$ cat config.mk
export PLATFORM = sky130hd
export DESIGN_NAME = gfc_classify
export DESIGN_NICKNAME = d
export VERILOG_FILES = /design/src/sv/gfc_pkg.sv /design/src/sv/gfc_classify.sv
export SDC_FILE = /design/constraint.sdc
export NUM_CORES = 1
export LEC_CHECK = 0
export BUFFER_PORTS_ARGS = -buffer_cell sky130_fd_sc_hd__buf_4
export CORE_AREA = 2 2 39 41
export DETAILED_ROUTE_END_ITERATION = 8
export DIE_AREA = 0 0 41 43
export GPL_TIMING_DRIVEN = 1
export PLACE_DENSITY = 0.72
export SLEW_MARGIN = 20
export SYNTH_ARGS = -nofsm -noshare
export SYNTH_HDL_FRONTEND = slang
export SYNTH_SLANG_ARGS = --single-unit
$ cat constraint.sdc
create_clock -name vclk -period 1.35
set_input_delay 0.135 -clock vclk [all_inputs]
set_output_delay 0.135 -clock vclk [all_outputs]
set_load 0.03 [all_outputs]
$ cat src/sv/gfc_pkg.sv
// Shared sizes, cell codes, types and helpers for the grid frontier classifier.
// No dependencies; gfc_classify and the core refer to it by scoped names.
package gfc_pkg;

  localparam int MAX_SIDE  = 256;
  localparam int MAX_CELLS = 65536;

  localparam int CELL_W = 8;                        // stored occupancy value
  localparam int CFG_W  = 9;                        // width of a config register
  localparam int ADDR_W = $clog2(MAX_CELLS);        // store address
  localparam int CNT_W  = $clog2(MAX_CELLS + 1);    // load count, holds MAX_CELLS
  localparam int POS_W  = $clog2(MAX_SIDE);         // row / column index
  localparam int EFF_W  = $clog2(MAX_SIDE + 1);     // clamped side length

  localparam logic [CELL_W-1:0] VAL_FREE       = CELL_W'(0);
  localparam logic [CELL_W-1:0] VAL_UNEXPLORED = CELL_W'(50);
  localparam logic [CELL_W-1:0] VAL_OUTSIDE    = CELL_W'(90);
  localparam logic [CELL_W-1:0] VAL_OCCUPIED   = CELL_W'(100);

  // neighbour slots
  localparam int NB_RIGHT = 0;
  localparam int NB_LEFT  = 1;
  localparam int NB_UP    = 2;
  localparam int NB_DOWN  = 3;
  localparam int NB_NUM   = 4;

  typedef enum logic [0:0] {
    OP_LOAD    = 1'b0,
    OP_ADVANCE = 1'b1
  } opcode_e;

  typedef enum logic [0:0] {
    REG_GRID_WIDTH  = 1'b0,
    REG_GRID_HEIGHT = 1'b1
  } cfg_reg_e;

  typedef enum logic [1:0] {
    ST_IDLE,
    ST_RD1,
    ST_RD2,
    ST_EVAL
  } state_e;

  typedef struct packed {
    logic unexplored;
    logic occupied;
    logic frontier;
  } class_t;

  // Clamp a side register to 1..MAX_SIDE. With MAX_SIDE squared equal to
  // MAX_CELLS the area never exceeds the store, so no height cut is needed.
  function automatic logic [EFF_W-1:0] clamp_side(logic [CFG_W-1:0] v);
    logic [EFF_W-1:0] r;
    if (v == '0) begin
      r = EFF_W'(1);
    end else if (int'(v) > MAX_SIDE) begin
      r = EFF_W'(MAX_SIDE);
    end else begin
      r = EFF_W'(v);
    end
    return r;
  endfunction

endpackage

$ cat src/sv/gfc_classify.sv
// Cell classifier: unexplored / occupied / frontier flags from a cell and its
// four neighbours. Depends on gfc_pkg.
module gfc_classify (
  input  logic [gfc_pkg::NB_NUM-1:0][gfc_pkg::CELL_W-1:0] nb_i,
  input  logic [gfc_pkg::NB_NUM-1:0]                      nb_valid_i,
  input  logic [gfc_pkg::CELL_W-1:0]                      center_i,
  input  logic                                            pass_i,
  output gfc_pkg::class_t                                 class_o
);

  logic [gfc_pkg::CELL_W-1:0] target;
  logic [gfc_pkg::NB_NUM-1:0] hit;

  assign target = pass_i ? gfc_pkg::VAL_OUTSIDE : gfc_pkg::VAL_UNEXPLORED;

  // a neighbour off the grid reads as the outside code: only pass 1 matches it
  always_comb begin
    for (int k = 0; k < gfc_pkg::NB_NUM; k++) begin
      hit[k] = nb_valid_i[k] ? (nb_i[k] == target) : pass_i;
    end
  end

  always_comb begin
    class_o.frontier   = (center_i == gfc_pkg::VAL_FREE) && (|hit);
    class_o.unexplored = !pass_i && (center_i == gfc_pkg::VAL_UNEXPLORED);
    class_o.occupied   = !pass_i && (center_i == gfc_pkg::VAL_OCCUPIED);
  end

endmodule

Word-level counts from Yosys, hierarchy flattened
Cells that the tools add are included.
W data, S select, Z words.
{"block": "word_totals", "regBits": 0, "latch_bits": 0, "mem_bits_rw": 0, "romBits": 0, "in_bits": 45, "output_inout_bits": 3, "memories": 0}
{"block": "classes", "n_addsub": 0, "n_mul": 0, "div_mod_pow": 0, "order_cmp": 0, "n_eq_ne": 6, "shifts": 0, "muxes": 5, "bitwise_logic": 0, "reduce_logical": 6}
{"operator": "$eq A8 B7 Y1", "n": 4}
{"operator": "$eq A8 B6 Y1 const B", "n": 1}
{"operator": "$eq A8 B7 Y1 const B", "n": 1}
{"operator": "$logic_not A8 Y1", "n": 1}
{"operator": "$mux W7", "n": 1}
{"operator": "$mux W1", "n": 4}
{"operator": "$reduce_or A4 Y1", "n": 1}
{"operator": "$logic_and A1 B1 Y1", "n": 3}
{"operator": "$logic_not A1 Y1", "n": 1}

Depth between registers and ports, before layout
{"block": "depth", "word_depth": 5, "mapped_depth": 6}

Least setup slack after synthesis
OpenSTA, ideal clock, no wires.
{"block": "synth_path", "path_kind": "input to output", "startpoint": "in pass_i", "endpoint": "out class_o[0] (netlist name)", "arrival_time_ns": 1.636, "path_slack_ns": -0.421, "cell_stages": 6, "path_cell_list": "buf_6 -> nor4b_1 -> nand2_1 -> a21oi_1 -> a31oi_1 -> a311oi_1"}
{"element": "start: declaration", "line": "gfc_classify.sv:7", "source": "input logic pass_i,"}
{"element": "end: declaration", "line": "gfc_classify.sv:8", "source": "output gfc_pkg::class_t class_o"}

==> flow_metrics.tcl <==
set metrics [dict create \
    syn_inst 33 \
    rows 14 \
    finalCritPeriodShare_pct 105.2 \
    status "complete, but fails checks" \
    grt_pass1_vias 465 \
    period_minus_slack_ps 1421 \
    cp_cell_sequence "buf_8 -> nor4b_4 -> a21oi_2 -> nor4_2 -> a31oi_2 -> a311oi_4 -> buf_6" \
    grt_max_degree 10 \
    nets 129 \
    synth.avg_cell_area_um2 7.507 \
    vias 486 \
    max_stage_delay_ps 280 \
    drt.antenna.violating_nets 0 \
    ir_worst_vdd_v 0.00007993 \
    synth_area_leaders "nor4b_1, and4b_1, nand2_1" \
    synth_cell_types 19 \
    grt_pass1_wl_mm 1.697 \
    drt-total-wl_mm 1.122 \
    syn_nets 78 \
    io_pins 48 \
    worstPathArrival_ps 1290 \
    drt-initial-drc-count 1 \
    hold_viol_final 0 \
    required_ps 1220 \
    fillers 131 \
    critPathMaxFanout 2 \
    multi_input_area_um2 325.3 \
    io_buffers 48 \
    final-max-slew-violation-count 0 \
    wl_per_cell_um 11.45 \
    grt-ovfl-total 0 \
    slew-limit-headroom_pct 74.80 \
    yosysTopAreaCellShare_pct 21.21 \
    viasPerCell 4.959 \
    ys_warn_count 0 \
    rsz0062_at_grt "yes" \
    place_congestion 0.6334 \
    powerDensity_nw_per_um2 216.4 \
    start_util_pct 17.90 \
    yosysMostFrequentCell "nor4b_1" \
    fin_ws_ps -70.51 \
    track_usage_pct 13.09 \
    fmax_mhz 704.0 \
    dr.pass1.iters 2 \
    n_antenna_cell 0 \
    syn_to_final_growth_pct 198.5 \
    post_route_cells_drive_above_1_share_pct 74.39 \
    critPathKind "in2out" \
    drv_cap 0 \
    cp-start-kind "input port" \
    antenna_found_initial 0 \
    nFlopsAndLatches 0 \
    p_leak_uw 0.0003354 \
    yosys.area.top_type "nor4b_1" \
    register_area_um2 0 \
    fin_util_pct 53.44 \
    fin_tns_setup_ps -70.51 \
    critical-path-slowest-cell "nor4b_4" \
    nClkBuffers 0 \
    yosysSeqAreaShare_pct 0 \
    failed_checks "negative setup slack" \
    coreArea_um2 1384 \
    hold_path.class "in2out" \
    cp-end-kind "output port" \
    hpwl_um 998.8 \
    chipWidth_um 41 \
    die_h_um 43 \
    drcViolationCount 0 \
    setup-violations-final 1 \
    netlist_area_um2 247.7 \
    synthTopCellsByCount "nor4b_1, nand2_1, and4b_1" \
    die-area_um2 1763 \
    tightest_slew_ps 372.7 \
]
[area by class of cell]
class / count / area share, %
repair buffers: 50 / 53.30
multi-input cells: 32 / 43.99
well taps: 16 / 2.707
[path summary, 6_finish.rpt]
path,startpoint,to,slack [ps],depth (start not counted)
worst min-delay path,center_i[5],class_o[0],540,3
worst max-delay path,nb_i[6],class_o[0],-70,7
[report_power, final]
group	switching [uW]	internal [uW]	total, uW
combinational	50.4	110	160
sequential	0	0	0
clock	0	0	0
[worst max-delay path, delay by kind of cell]
kind,cells,cell delay [ps]
AO/OA/AOI/OAI,3,450
AND/OR/NAND/NOR,2,440
buffers and inverters,2,270
[cell usage in the layout, fill, tap and decap left out]
cell type / netlist / layout
nand4_1: 1 / 1
nand4b_1: 2 / 2
nor4b_2: 1 / 2
and4_1: 1 / 1
nand3b_1: 1 / 1
nor4_1: 1 / 1
buf_8: 0 / 1
nor4_2: 1 / 1
o21ai_1: 0 / 1
nor4bb_1: 1 / 1
nor2_1: 1 / 1
buf_6: 1 / 3
nor4b_1: 6 / 2
nand2_1: 5 / 5
buf_4: 0 / 46
and3_1: 1 / 1
nor4b_4: 0 / 3
a311oi_4: 0 / 1
a21oi_2: 0 / 2
nor3_1: 1 / 1
and4b_1: 3 / 3
a31oi_2: 0 / 2
[through the flow]
| stage | hold WS (ps) | setup WS (ps) | total power, uW | cell area [um2] | std cells |
|---|---|---|---|---|---|
| after global placement | 562.3 | -120.6 | 137.2 | 655.6 | 98 |
| final | 537.3 | -70.51 | 160.0 | 739.5 | 98 |
| after floorplan | 309.5 | -52.44 | 27.74 | 271.5 | 33 |
| after detailed placement | 564.1 | -170.7 | 139.8 | 655.6 | 98 |
| after global routing | 546.8 | -120.5 | 170.7 | 739.5 | 98 |
| after CTS | 536.9 | -111.8 | 147.1 | 683.2 | 98 |
[cell families (layout without fill, tap and decap cells)]
family                 count (synthesis)  in the layout  synth area share (%)
buffers and inverters                  1             50                 4.545
AND/OR/NAND/NOR                       26             26                 80.81
AO/OA/AOI/OAI                          6              6                 14.64
[per-layer routing]
metal,GRT usage (%),wire (um),vias up
met5,0,0,-
met3,0,119,0
li1,-,-,244
met1,14.24,385,217
met2,26.88,617,25
met4,0,0,0
[timing repair]
action | CTS | global route
pin swaps | 3 | 2
endpoints found under the setup margin | 1 | 1
gates resized for setup | 6 | 10
setup buffers | 0 | 0
hold buffers | 0 | 0
Power figures use the tool's default switching activity.
